**config.mk**
```make
export PLATFORM = sky130hd
export DESIGN_NAME = sfia_ram
export DESIGN_NICKNAME = d
export VERILOG_FILES = /design/src/sv/sfia_ram.sv
export SDC_FILE = /design/constraint.sdc
export NUM_CORES = 1
export LEC_CHECK = 0
export BUFFER_PORTS_ARGS = -buffer_cell sky130_fd_sc_hd__buf_4
export CORE_MARGIN = 4
export CORE_UTILIZATION = 48
export DETAILED_ROUTE_END_ITERATION = 8
export PLACE_DENSITY = 0.65
export SLEW_MARGIN = 20
export SYNTH_ARGS = -nofsm -noshare
export SYNTH_HDL_FRONTEND = slang
export SYNTH_SLANG_ARGS = --single-unit
```
**constraint.sdc**
```tcl
create_clock -name clk -period 1.7 [get_ports clk]
set_input_delay 0.17 -clock clk [delete_from_list [all_inputs] [get_ports clk]]
set_output_delay 0.17 -clock clk [all_outputs]
set_load 0.05 [all_outputs]
```
**src/sv/sfia_ram.sv**
```systemverilog
`timescale 1ns / 1ps
// ----------------------------------------------------------------------------
// sfia_ram
// Generic single-port synchronous RAM with registered read data.
// ----------------------------------------------------------------------------
module sfia_ram #(
  parameter int WIDTH = 8,
  parameter int DEPTH = 16
) (
  input  logic                     clk,
  input  logic                     we,
  input  logic [$clog2(DEPTH)-1:0] addr,
  input  logic [WIDTH-1:0]         wdata,
  output logic [WIDTH-1:0]         rdata
);

  logic [WIDTH-1:0] mem [DEPTH];

  always_ff @(posedge clk) begin
    if (we) begin
      mem[addr] <= wdata;
    end
    rdata <= mem[addr];
  end

endmodule

```
## After elaboration in Yosys (flattened, before gate mapping)

Memory sizes are Yosys's and may differ from the RTL's. A register that Yosys moved wholly into a read port is not among the register bits.
Index checks and enable logic that the tools add are counted.

- Register bits after elaboration: 0
- RAM bits: 128
- Input port bits: 14
- Word-level logic and storage cells: 3
- Memories: 1

Memories:

| memory | words | width | rd ports | clocked after Yosys merged registers in | wr ports | line | source |
|---|---|---|---|---|---|---|---|
| mem | 16 | 8 | 1 | 1 | 1 | 17 | `logic [WIDTH-1:0] mem [DEPTH];` |

- Muxes and demuxes: 2

Operator list:

| operator | count |
|---|---|
| two-way mux 1 bit | 2 |

## Longest topological paths before layout

- Depth after elaboration: 2
- Gate-level depth with buffers: 5
- Mapped depth without buffers: 3

## Worst setup path before layout

OpenSTA, ideal clock, no wires.

- Path kind: in2reg
- Start: input addr[2]
- End: memory mem[0][0], enable pin
- Data arrival time: 1,280 ps
- Required time: 1,317 ps
- Path slack: 37 ps
- Cell stages on the path: 2
- Path through: or3b_2 > nor3_1

RTL lines:

| what | line | source |
|---|---|---|
| from (decl) | 12 | `input logic [$clog2(DEPTH)-1:0] addr,` |
| to (decl) | 17 |  |

Straight into the memory's write port.

==> reports/summary.txt <==
Status: complete, no violations
IO Pins: 22
GRT Total Usage: 0.169
Worst Setup Slack, final: 0.369 ns
Die Span Y: 111 um
Placer's final routability congestion estimate: 0.747
Main synth FF type: edfxtp_1
Endpoints failing hold: 0
Max cap viols: 0
Worst path max stage delay: 0.49 ns
Clock transition at path regs: 0.06 ns
Clock insertion delay at the later pin of the skew report: 0.51 ns
Worst vdd ir: 0.510 mV
Period utilization: 0.783
Largest area contributor in the netlist: edfxtp_1
Worst slew margin: 0.468
Multi-input logic area: 1000 um2
DP Worst Slack: 0.159 ns
First-pass GRT wire length: 15.4 mm
Hold Startpoint: addr[2]
Hold Path Class: input port to flip-flop
Routed length per instance: 21.2 um
Total net switching power: 1.49 mW
TritonCTS clock tree: built
WS Path Type: flip-flop to flip-flop
Syn_nets: 244
Clk pwr share: 0.425
Antenna Diode Count: 0
Post-route DRC violation count: 0
Post-Syn Area: 5070 um2
FFs w/ async S/R, synth: 0
Power Total: 7.38 mW
Chip width: 111 um
R2r endpoint: rdata[2]$_DFF_P_
Data required time of the worst path: 2.09 ns
H-Tree Depth: 4
Area grow syn2layout: 21.5%
RSZ-0062 raised after global routing: false
Layout cells sized above 1: 0.345
Cells after DPL: 403
Fin Setup TNS: 0 ns
CP max-delay cell: mux4_2
Initial Util: 0.491
Seq cells post-synth: 136
Largest net degree at the start of global routing: 19
Initial antenna violation count: 0
Gate power share: 0.064
Pwr per Cell Area: 1200 nW/um2
Crit path buffers/inverters: 0
Synth top cells by count: edfxtp_1 (128), mux4_2 (32), a22oi_1 (16), nor2_1 (13), nand2_1 (9)
Cts bufs inserted: 17
FF-to-FF Start: mem[7][2]$_DFFE_PP_
Power Internal: 5.88 mW
Hold depth: 5
Via density: 5.45
Area of the core: 10300 um2
Hold_ws: 0.252 ns
Most frequent cell after synthesis: edfxtp_1
CP Launch Type: flip-flop
Post-Syn Area per Cell: 22.0 um2
Switching Share: 0.202
Final number of setup-violating endpoints: 0
Drt pass-1 iters: 4
Fmax: 751 MHz
Top-area cell type share of the netlist area: 0.759
IO Port Bufs: 21
Post-route ant nets: 0
Final nets: 308
DRT iter0 DRCs: 147
Top cells by area, synth: edfxtp_1 (76%), mux4_2 (14%), dfxtp_1 (3.2%)
Gr ovfl total: 0
Cell area after layout: 6160 um2
FP Rows: 37
Skew final: 0.00759 ns
Clock Path Buffers: 2
Post-synth EDFFs: 128
Crit-path leading delay family: multiplexers
Finished Core Util: 0.597
CTS resizes: 0
Wirelength, routed: 9.39 mm
Placed Area: 5560 um2
Sequential share of the synthesized area: 0.790
Leakage: 2.07 nW
Cell breakdown of the critical path: mux4_2, a22oi_1, nand2_1
DP HPWL: 6.29 mm
Post-Layout Cell Count: 443
Synthesized netlist cell count: 230
Crit. End Element: flip-flop
Yosys Warn Count: 0
R2r worst-path depth: 3
Slew Limit Fails: 0
Vias post-DR: 2415
Final Critical Period: 1.33 ns
Yosys cell types: 18
Fill cells: 730
R2r setup slk: 0.37 ns
Worst hold endpoint: rdata[1]$_DFF_P_
Measured slew at the worst slew-check pin: 0.795 ns
CTS root buffer: clkbuf_8
Vias in the first global route: 2646
Worst Path Max Fanout: 1
FF/Latch Area: 4000 um2
Worst path arrival time: 1.72 ns
Clock sink count: 136
Die Area: 12300 um2
Sequential share of power: 0.512
## cells in the final DEF, fill, tap and decap left out
cell           count
edfxtp_1         128
buf_4             46
mux4_2            32
a22oi_1           16
clkbuf_16         16
nor2_1            13
nand2_1            9
dlygate4sd3_1      8
dfxtp_1            8
clkbuf_1           7
clkbuf_8           5
nor3_1             4
clkinv_2           4
nor2b_1            2
nand3b_1           2
nand2b_1           2
buf_12             2
and2_1             1
nand3_1            1
or3b_2             1
## repair_timing
| item | in CTS | in global routing |
|---|---|---|
| setup buffers | 0 | 0 |
| endpoints found under the hold margin | 128 | 0 |
| hold buffers | 8 | 0 |
## flip-flops by register name (all words and copies together), names as in the netlist
register,flops
mem,128
rdata,8
## worst max path at each step
stage,startpoint,to,slack (ns),cells after the start
4_1_cts,mem[7][2]$_DFFE_PP_,rdata[2]$_DFF_P_,0.36,3
6_report,mem[7][2]$_DFFE_PP_,rdata[2]$_DFF_P_,0.37,3
2_1_floorplan,addr[2],mem[0][0]$_DFFE_PP_,0.04,2
3_5_place_dp,addr[0],rdata[4]$_DFF_P_,0.16,5
3_3_place_gp,addr[1],mem[13][4]$_DFFE_PP_,0.18,3
5_1_grt,mem[3][6]$_DFFE_PP_,rdata[6]$_DFF_P_,0.30,3
## power by group through the flow
stage	sequential (mW)	clock (mW)	combinational, mW
after floorplan	3.91	0	0.193
after global placement	3.84	0	0.452
after CTS	3.78	3.20	0.476
after detailed placement	3.84	0	0.461
after global routing	3.78	3.37	0.506
final	3.77	3.13	0.470
## routing by layer
layer  share of wire  global-route usage  vias to the layer above
li1                -                   -                     1089
met1            0.41               0.215                     1258
met2            0.53               0.278                       57
met3           0.041              0.0448                       11
met4           0.015              0.0690                        0
met5               0                   0                        -
## worst reg2reg max path: cells and delay by family (launching register included)
kind	cells	cell delay, ns
AO/OA/AOI/OAI	1	0.25
flip-flops	1	0.38
multiplexers	1	0.49
AND/OR/NAND/NOR	1	0.09
## kinds of logic after synthesis
logic type / count (synthesis) / synth area share
compound gates: 16 / 0.0237
buf+inv: 11 / 0.0119
flops: 136 / 0.790
mux: 32 / 0.142
simple gates: 35 / 0.0321
## cell type report
cell class	count	area share
clock inverters	4	0.00325
flip-flops and latches	136	0.650
repair buffers	56	0.0756
well taps	136	0.0276
clock buffers	28	0.0805
multi-input cells	83	0.163
Note: power is estimated with default switching activity, not from simulation.
