`src/sv/sfia_pkg.sv`:
```
`timescale 1ns / 1ps
// ----------------------------------------------------------------------------
// sfia_pkg
// Shared constants, codes, types and helpers of the slab free-index allocator.
// ----------------------------------------------------------------------------
package sfia_pkg;

  localparam int MAX_SLOTS = 512;
  localparam int PAGE_BITS = 12;

  localparam int ADDR_W     = 64;
  localparam int PNUM_W     = 52;
  localparam int SIZE_W     = 13;
  localparam int SCNT_W     = 10;
  localparam int OFFS_W     = 12;
  localparam int KIND_W     = 2;
  localparam int OIDX_W     = 9;
  localparam int OFREE_W    = 10;
  localparam int GROUP_W    = 2;
  localparam int STAT_W     = 2;
  localparam int CFG_IDX_W  = 2;
  localparam int CFG_DATA_W = 52;

  localparam int IDX_W  = $clog2(MAX_SLOTS);
  localparam int LINK_W = $clog2(MAX_SLOTS + 1);
  localparam int QUO_W  = PAGE_BITS;
  localparam int CMP_W  = (QUO_W > LINK_W) ? QUO_W : LINK_W;

  localparam logic [KIND_W-1:0] KIND_INIT = 2'd0;
  localparam logic [KIND_W-1:0] KIND_TAKE = 2'd1;
  localparam logic [KIND_W-1:0] KIND_PUT  = 2'd2;

  localparam logic [STAT_W-1:0] ST_OK     = 2'd0;
  localparam logic [STAT_W-1:0] ST_EMPTY  = 2'd1;
  localparam logic [STAT_W-1:0] ST_BADPUT = 2'd2;

  localparam logic [GROUP_W-1:0] GRP_FREE    = 2'd0;
  localparam logic [GROUP_W-1:0] GRP_PARTIAL = 2'd1;
  localparam logic [GROUP_W-1:0] GRP_FULL    = 2'd2;

  localparam logic [CFG_IDX_W-1:0] CFG_PAGE_NUMBER  = 2'd0;
  localparam logic [CFG_IDX_W-1:0] CFG_SLOT_SIZE    = 2'd1;
  localparam logic [CFG_IDX_W-1:0] CFG_SLOT_COUNT   = 2'd2;
  localparam logic [CFG_IDX_W-1:0] CFG_FIRST_OFFSET = 2'd3;

  typedef struct packed {
    logic              done;
    logic [QUO_W-1:0]  quotient;
    logic [SIZE_W-1:0] remainder;
  } div_res_t;

  function automatic logic [LINK_W-1:0] eff_count(input logic [SCNT_W-1:0] sc);
    if (int'(sc) > MAX_SLOTS) begin
      return LINK_W'(MAX_SLOTS);
    end
    return LINK_W'(sc);
  endfunction

  function automatic logic [GROUP_W-1:0] group_of(input logic [LINK_W-1:0] fc,
                                                  input logic [LINK_W-1:0] n);
    if (fc >= n) begin
      return GRP_FREE;
    end
    if (fc == '0) begin
      return GRP_FULL;
    end
    return GRP_PARTIAL;
  endfunction

endpackage

```
`src/sv/sfia_div.sv`:
```
`timescale 1ns / 1ps
// ----------------------------------------------------------------------------
// sfia_div
// Restoring divider, one quotient bit per cycle, maps an in-page byte
// distance to a slot index and remainder.
// ----------------------------------------------------------------------------
module sfia_div (
  input  logic                             clk,
  input  logic                             rst_n,
  input  logic                             start,
  input  logic [sfia_pkg::QUO_W-1:0]       dividend,
  input  logic [sfia_pkg::SIZE_W-1:0]      divisor,
  output sfia_pkg::div_res_t               res
);

  localparam int CNT_W = $clog2(sfia_pkg::QUO_W + 1);

  logic                          busy_r, busy_nxt;
  logic                          done_r, done_nxt;
  logic [CNT_W-1:0]              cnt_r, cnt_nxt;
  logic [sfia_pkg::SIZE_W-1:0]   rem_r, rem_nxt;
  logic [sfia_pkg::QUO_W-1:0]    quo_r, quo_nxt;
  logic [sfia_pkg::SIZE_W-1:0]   dsr_r, dsr_nxt;
  logic [sfia_pkg::SIZE_W:0]     trial;
  logic [sfia_pkg::SIZE_W:0]     diff;
  logic                          ge;

  assign trial = {rem_r, quo_r[sfia_pkg::QUO_W-1]};
  assign ge    = trial >= {1'b0, dsr_r};
  assign diff  = trial - {1'b0, dsr_r};

  always_comb begin
    busy_nxt = busy_r;
    done_nxt = 1'b0;
    cnt_nxt  = cnt_r;
    rem_nxt  = rem_r;
    quo_nxt  = quo_r;
    dsr_nxt  = dsr_r;
    if (start) begin
      busy_nxt = 1'b1;
      cnt_nxt  = CNT_W'(sfia_pkg::QUO_W);
      rem_nxt  = '0;
      quo_nxt  = dividend;
      dsr_nxt  = divisor;
    end else if (busy_r) begin
      rem_nxt = ge ? diff[sfia_pkg::SIZE_W-1:0] : trial[sfia_pkg::SIZE_W-1:0];
      quo_nxt = {quo_r[sfia_pkg::QUO_W-2:0], ge};
      cnt_nxt = cnt_r - 1'b1;
      if (cnt_r == CNT_W'(1)) begin
        busy_nxt = 1'b0;
        done_nxt = 1'b1;
      end
    end
  end

  always_ff @(posedge clk) begin
    if (!rst_n) begin
      busy_r <= 1'b0;
      done_r <= 1'b0;
      cnt_r  <= '0;
    end else begin
      busy_r <= busy_nxt;
      done_r <= done_nxt;
      cnt_r  <= cnt_nxt;
    end
    rem_r <= rem_nxt;
    quo_r <= quo_nxt;
    dsr_r <= dsr_nxt;
  end

  assign res.done      = done_r;
  assign res.quotient  = quo_r;
  assign res.remainder = rem_r;

endmodule

```
`config.mk`:
```
export PLATFORM = sky130hd
export DESIGN_NAME = sfia_div
export DESIGN_NICKNAME = d
export VERILOG_FILES = /design/src/sv/sfia_pkg.sv /design/src/sv/sfia_div.sv
export SDC_FILE = /design/constraint.sdc
export NUM_CORES = 1
export LEC_CHECK = 0
export BUFFER_PORTS_ARGS = -buffer_cell sky130_fd_sc_hd__buf_2
export CORE_MARGIN = 1.5
export CORE_UTILIZATION = 60
export CTS_BUF_LIST = sky130_fd_sc_hd__clkbuf_4 sky130_fd_sc_hd__clkbuf_8
export CTS_CLUSTER_DIAMETER = 100
export DETAILED_ROUTE_END_ITERATION = 7
export PLACE_DENSITY = 0.86
export SYNTH_ARGS = -nofsm -noshare
export SYNTH_HDL_FRONTEND = slang
export SYNTH_SLANG_ARGS = --single-unit
export TNS_END_PERCENT = 100
```
`constraint.sdc`:
```
create_clock -name clk -period 8.2 [get_ports clk]
set_clock_uncertainty 0.15 [all_clocks]
set_input_delay 2.05 -clock clk [delete_from_list [all_inputs] [get_ports clk]]
set_output_delay 2.05 -clock clk [all_outputs]
set_load 0.01 [all_outputs]
```
* Yosys cells after proc, flatten, opt, wreduce, memory -nomap -nowiden *
Index checks and enable logic that the tools add are counted.

operators by class
  reductions and logical operators = 3
  bitwise logic cells = 2
  equal/unequal tests = 1
  multiplexer cells = 9
  order comparisons = 1
  add/subtract/negate cells = 2

operators with widths
  cell                                               number
  two-way mux 12 bit                                 2
  >= comparator 14 x 13 -> 1 bit                     1
  two-way mux 13 bit                                 1
  subtractor 13 bit                                  1
  two-way mux 4 bit                                  2
  == test 4 x 1 -> 1 bit (second input constant)     1
  two-way mux 1 bit                                  4
  subtractor 4 x 1 -> 4 bit (second input constant)  1
  OR reduction 3 bit                                 1
  inverter 1 bit                                     2
  nonzero test 2 bit                                 1
  OR reduction 2 bit                                 1

word-level totals
  input bits = 28
  logic and storage cells = 25
  register bits after elaboration = 44

* Longest topological paths before layout *
Gate-level depths: netlist of run 1.

  word-level depth = 4
  gate-level depth with buffers = 12
  mapped depth without buffers = 10

* Worst setup path before layout of run 1 *
OpenSTA, ideal clock, no wires.

  path type = input to register
  start point = input port start
  end point = register quo_r[10] in the netlist's numbering, data pin
  data required time = 7,790 ps
  stages on the path = 3
  setup slack = 4,774 ps
  library setup time = 260 ps
  arrival = 3,016 ps
  cells stage by stage = clkbuf_1 > buf_1 > mux2_2

on the way
  longest elaborated chain between the ends = 1

ends and longest elaborated chain
  item                  line            RTL
  start, declared       sfia_div.sv:10  input logic start,
  two-way mux 12 bit    sfia_div.sv:39  if (start) begin
  via quo_nxt, one bit  sfia_div.sv:22  logic [sfia_pkg::QUO_W-1:0] quo_r, quo_nxt;
  end signal, assigned  sfia_div.sv:67  quo_r <= quo_nxt;
  end, declared         sfia_div.sv:22

The timed path passes the listed nets, and every way through them passes these cells.
A chain may end at the register's enable or synchronous reset.

==> results by group, run 1 <==
Outcome
  – Status: finished clean

Drt
  – Via count: slightly above 2000
  – Routed Wire Length: 5.31 mm
  – WL per Instance: about 15 µm
  – Initial drt markers: roughly 130
  – Pre-antenna DRT Iters: 4
  – Final ANT Viol Nets: 0
  – DRC Markers: 0
  – Vias/cell: ~5.9

Synth
  – Register bit total from synthesis: between 40 and 50
  – Commonest register cell after synthesis: edfxtp_1
  – Cells after synthesis: 249
  – Cell with the most instances after synthesis: edfxtp_1
  – Synth cell count leaders: edfxtp_1, inv_1, dfxtp_1, nor2_1, nand2_1
  – Yosys top cell area share: 0.300
  – Async SR Flop Fraction: 0
  – Netlist cell types: between 50 and 60
  – Synth Area per Inst: 10.1 µm²
  – Syn. warnings: 0
  – Post-synth EDFFs: 25
  – Post-synthesis sequential area ratio: 0.452
  – Synth Cell Area: approximately 2500 µm²
  – Area leader, netlist: edfxtp_1
  – Synth Net Count: approximately 290
  – Synth area leaders: edfxtp_1, dfxtp_1, ha_1

Placement
  – # port buffers: 53
  – Final GP Congestion: around 0.94
  – Post-DP HPWL: approximately 3.8 mm
  – Cell Area, Placed: ~2800 µm²

Layout
  – Synth-to-layout area growth: 15.3%
  – Net count, final: approximately 340
  – Fillers: ~290
  – Design Area, Final: 2890 µm²
  – Ant diodes: 0
  – Share of cells above drive strength 1: 0.258

Clock network
  – # hold bufs at CTS: 0
  – CTS Sinks: between 40 and 50
  – TritonCTS clock tree: done
  – CTS resizes: 0
  – Root Driver: clkbuf_8
  – Post-CTS Setup Bufs: 0
  – H-tree levels: 2
  – TritonCTS Buffers: 5
  – Max Buffers Root-to-Sink: 2
  – Clk slew on worst S/H paths: roughly 0.090 ns
  – Clock Latency Late Sink: roughly 0.31 ns

STA
  – Fin Setup TNS: 0 ns
  – Fin crit share: 0.448
  – Fmax achieved: between 0.2 and 0.3 GHz
  – Period minus WS final: around 3.7 ns
  – Worst Max-Slew Pin Slew: roughly 0.84 ns
  – Slew Limit Fails: 0
  – RSZ-0062 raised after global routing: no
  – Final Setup Violations: 0
  – Rel. slew slack: 0.442
  – Hold Vio Cnt, Final: 0

Worst setup path
  – Slowest Stage Delay on Critical Path: ~0.63 ns
  – CP Launch Type: primary input
  – CP top delay family: buffers and inverters
  – Crit path buf inv count: 2
  – CP Max Fanout: about 40
  – Slowest cell on the critical path: buf_2
  – Crit end category: flop
  – Crit path arrival time: roughly 3.7 ns
  – Worst Path Required: approximately 8 ns
  – Setup CP Type: in2reg
  – CP Cell Sequence: buf_2 -> nor2_1 -> inv_1 -> o32a_1 -> o21ai_0

Global route
  – First-pass GRT wire length: about 8 mm
  – Initial antenna violation count: 0
  – Tot GR Track Use: 0.243
  – Largest net degree at the start of global routing: 42
  – Gr ovfl total: 0
  – Vias in the first global route: around 1800

Floorplanning
  – Die area: 4570 µm²
  – Rows: 23
  – I/O pins: between 50 and 60
  – Core region area: ~4000 µm²
  – Die width: between 60 and 70 µm
  – Initial Utilization: 0.626
  – Die Ht: ~68 µm

Power and ir drop
  – Clock share of power: 0.308
  – Net switching power figure: roughly 0.16 mW
  – Net Sw Frac: 0.286
  – Register share of total power: 0.480
  – PwrDens: 192 nW/µm²
  – Combinational share of power: 0.213
  – P_int: 0.396 mW
  – Maximum VDD drop: between 100 and 150 µV
  – Lkg Pwr: around 1.3 nW

Run
  – Max-cap violations: 0

Worst hold path
  – HP Class: reg2reg
layout make-up:
type | instances | area, µm² | share of cell area
clock buffer | 5 | 68.8 | 0.0238
clock inverter | 3 | 47.5 | 0.0165
inverter | 23 | 86.3 | 0.0299
multi-input combinational | 170 | 1220 | 0.422
sequential | 44 | 1130 | 0.392
tap | 50 | 62.6 | 0.0217
timing repair buffer | 54 | 273 | 0.0945
cell usage in the layout, fill, tap and decap left out, types with 5 or more instances in the layout:
cell      Yosys  layout
nand3_1      10      10
xor2_1        5       5
xnor2_1       5       5
a21oi_1      13      13
nor2_1       19      19
buf_2         1      53
dfxtp_1      19      19
edfxtp_1     25      25
clkbuf_8      0       5
ha_1         15      15
o21ai_0      11      11
nand2b_1      5       5
a311oi_1      7       7
nand2_1      17      17
inv_1        23      23
mux2_2       11      11
routing by layer:
layer  wire [µm]  vias to the layer above  GRT usage
met2        2700                       69      0.414
met1        2240                      983      0.293
li1            -                     1008          -
met5           0                        -          0
met4         109                        0      0.105
met3         259                       14     0.0550
kinds of logic after synthesis:
kind of cell	Yosys count	share of synthesized area
AND/OR/NAND/NOR	67	0.127
AO/OA/AOI/OAI	64	0.184
flip-flops	44	0.452
buffers and inverters	35	0.0619
adder cells (fa/ha/maj)	16	0.0829
multiplexers	13	0.0574
XOR/XNOR	10	0.0350
worst register-to-register path, stage by stage (launching register included):
cell,delay (ns)
edfxtp_1,0.44
inv_1,0.09
ha_1,0.16
inv_1,0.06
fa_1,0.43
a21oi_2,0.19
o22ai_1,0.14
or2_1,0.33
o211ai_2,0.56
nand3_1,0.17
a311oi_1,0.29
final timing paths:
kind	end	slack [ns]	start	cells after the start
hold reg to reg	rem_r[7]	0.36	rem_r[7]	2
setup / recovery	rem_r[9]	4.53	start	5
setup reg to reg	rem_r[3]	5.10	quo_r[11]	10
hold / removal	rem_r[7]	0.36	rem_r[7]	2
sequential cells by signal, indices dropped and copies added, names as in the netlist:
name    flops
done_r      1
rem_r      13
cnt_r       4
dsr_r      13
busy_r      1
quo_r      12
per-stage QoR:
step	hold WS [ns]	util	std cells	power [mW]	setup WS, ns
3_3_place_gp	0.336	0.693	341	0.383	4.24
3_5_place_dp	0.354	0.693	341	0.388	4.19
4_1_cts	0.365	0.722	349	0.558	4.53
2_1_floorplan	0.318	-	249	0.353	4.77
6_report	0.364	0.722	349	0.555	4.53
5_1_grt	0.406	0.722	349	0.582	4.38
power groups by stage:
stage / clock network, mW / logic (mW) / registers (mW)
after floorplan: 0 / 0.0805 / 0.272
after global placement: 0 / 0.112 / 0.271
after detailed placement: 0 / 0.117 / 0.272
after CTS: 0.174 / 0.118 / 0.266
after global routing: 0.183 / 0.131 / 0.269
final: 0.171 / 0.118 / 0.266
Power figures use the tool's default switching activity.
==> run 2: changes to the inputs <==
CORE_UTILIZATION = 51   (was 60)
PLACE_DENSITY = 0.77   (was 0.86)
clock period = 3.1 ns   (was 8.2 ns; I/O delays follow)
==> run 2 against run 1 <==
  * Cell area rose by 1.3%
  * Wire length rose by 0.92%
  * Combinational power grew to 2.7 times the previous value
  * Global-route usage fell by 3.2 points
  * Sequential cell count did not move
  * First-iteration DRC count fell by 25%
  * Worst setup slack lost 4.3 ns
  * Critical path depth grew 5
  * Final cell count grew 6.6%
  * Sequential power grew to 2.6 times the previous value
  * Sequential share of layout area down 0.50 points
  * Worst hold slack got worse by 0.014 ns
  * Largest cell class unchanged
  * Highest routed layer unchanged
==> results by group, run 2 (same netlist as run 1, synthesis figures left out) <==
Layout
  – Cell Count, Final, Fillers Out: approximately 370
  – Commonest non-fill, non-tap cell in the layout: buf_2
  – Net count, final: between 300 and 400
  – Synth-to-layout area growth: 16.8%
  – Top Registers: dsr_r: 13 flops, rem_r: 13 flops, quo_r: 12 flops
  – Design Area, Final: 2930 µm²
  – Most frequent cells in the layout: buf_2, edfxtp_1, inv_1, nor2_1, dfxtp_1
  – Share of cells above drive strength 1: 0.269
  – Ant diodes: 0

Clock network
  – H-tree levels: 2
  – CTS resizes: 0
  – TritonCTS clock tree: done
  – Clock Latency Late Sink: about 0.30 ns
  – Max Buffers Root-to-Sink: 2
  – Root Driver: clkbuf_8
  – Clk slew on worst S/H paths: about 0.09 ns
  – # hold bufs at CTS: 0
  – Post-CTS Setup Bufs: 0
  – TritonCTS Buffers: 5
  – CTS Sinks: 44

Placement
  – Cell Area, Placed: 2840 µm²
  – Placed Instances: 364
  – Final GP Congestion: 0.919
  – Post-DP HPWL: approximately 4 mm
  – # port buffers: 53

Drt
  – Initial drt markers: 95
  – DRC Markers: 0
  – WL per Instance: roughly 14 µm
  – Pre-antenna DRT Iters: 4
  – Final ANT Viol Nets: 0
  – Vias/cell: around 5.6
  – Via count: ~2100
  – Routed Wire Length: 5.36 mm

STA
  – Rel. slew slack: 0.634
  – RSZ-0062 raised after global routing: no
  – Fmax achieved: ~0.35 GHz
  – Slew Limit Fails: 0
  – Fin Setup TNS: 0 ns
  – Hold Vio Cnt, Final: 0
  – Fin crit share: 0.916
  – Period minus WS final: ~2.8 ns
  – Final Setup Violations: 0
  – Worst Max-Slew Pin Slew: 0.535 ns

Global route
  – Vias in the first global route: between 1500 and 2000
  – Largest net degree at the start of global routing: 21
  – Gr ovfl total: 0
  – First-pass GRT wire length: about 8.6 mm
  – Initial antenna violation count: 0
  – Tot GR Track Use: 0.212

Worst setup path
  – Setup CP Type: reg2reg
  – CP Cell Sequence: inv_1 -> ha_1 -> inv_1 -> fa_1 -> a21oi_2 -> o22ai_1 -> or2_1 -> o211a_1 -> o221a_1 -> a311oi_1
  – Crit path arrival time: approximately 2.9 ns
  – Slowest cell on the critical path: edfxtp_1
  – Slowest Stage Delay on Critical Path: about 0.42 ns
  – Crit end category: flop
  – CP Launch Type: flop
  – Worst Path Required: 3.16 ns
  – Crit-path most repeated cell: inv_1
  – CP Max Fanout: 10

Worst hold path
  – HP Class: reg2reg

Floorplanning
  – Rows: 25
  – Die Ht: approximately 73 µm
  – I/O pins: 54
  – Core region area: 4720 µm²
  – Die area: 5340 µm²
  – Die width: 73.1 µm
  – Initial Utilization: 0.530

Power and ir drop
  – Lkg Pwr: ~1.3 nW
  – Maximum VDD drop: 293 µV
  – PwrDens: 472 nW/µm²
  – Total Power: about 1.4 mW

Outcome
  – Status: finished clean

Run
  – Max-cap violations: 0
## run 2: cell count changes in the layout (fill, tap and decap cells not counted)
cell	previous run	this run
buf_4	1	7
clkinvlp_4	0	2
clkinv_4	2	0
bufinv_16	1	0
clkinv_1	0	1
## run 2: per-stage QoR
step | setup slack, ns | hold slack, ns | util
6_report | 0.261 | 0.350 | 0.619
2_1_floorplan | 0.370 | 0.318 | -
3_3_place_gp | 0.370 | 0.335 | 0.601
4_1_cts | 0.289 | 0.344 | 0.619
3_5_place_dp | 0.308 | 0.332 | 0.601
5_1_grt | 0.0640 | 0.378 | 0.619
## run 2: per-layer routing
layer  up-vias  global-route usage  wire length (µm)
met5         -                   0                 0
li1       1025                   -                 -
met2        65               0.327              2540
met4         0              0.0692                87
met3         8              0.0497               313
met1       968               0.293              2420
## run 2: cell type report
type | instances | area, µm²
fillers | 409 | 1800
multi-input cells | 170 | 1220
flip-flops and latches | 44 | 1130
repair buffers | 60 | 318
inverters | 23 | 86.3
well taps | 67 | 83.8
clock buffers | 5 | 68.8
clock inverters | 3 | 18.8
## run 2: path summary, 6_finish.rpt
kind | cells after the start | from | end | slack [ns]
setup / recovery | 10 | quo_r[11] | rem_r[10] | 0.26
hold / removal | 2 | rem_r[2] | rem_r[2] | 0.35
setup reg to reg | 10 | quo_r[11] | rem_r[10] | 0.26
hold reg to reg | 2 | rem_r[2] | rem_r[2] | 0.35
## run 2: power breakdown
group          internal, mW  switching, mW  total, mW
logic                 0.140          0.179      0.320
clock network         0.156          0.205      0.360
registers             0.669         0.0320      0.701
## run 2: critical path, delay by kind of cell (launching register included)
kind	cells	cell delay [ns]
compound gates	5	1.17
fa+ha+maj	2	0.57
buf+inv	2	0.13
flops	1	0.42
simple gates	1	0.30
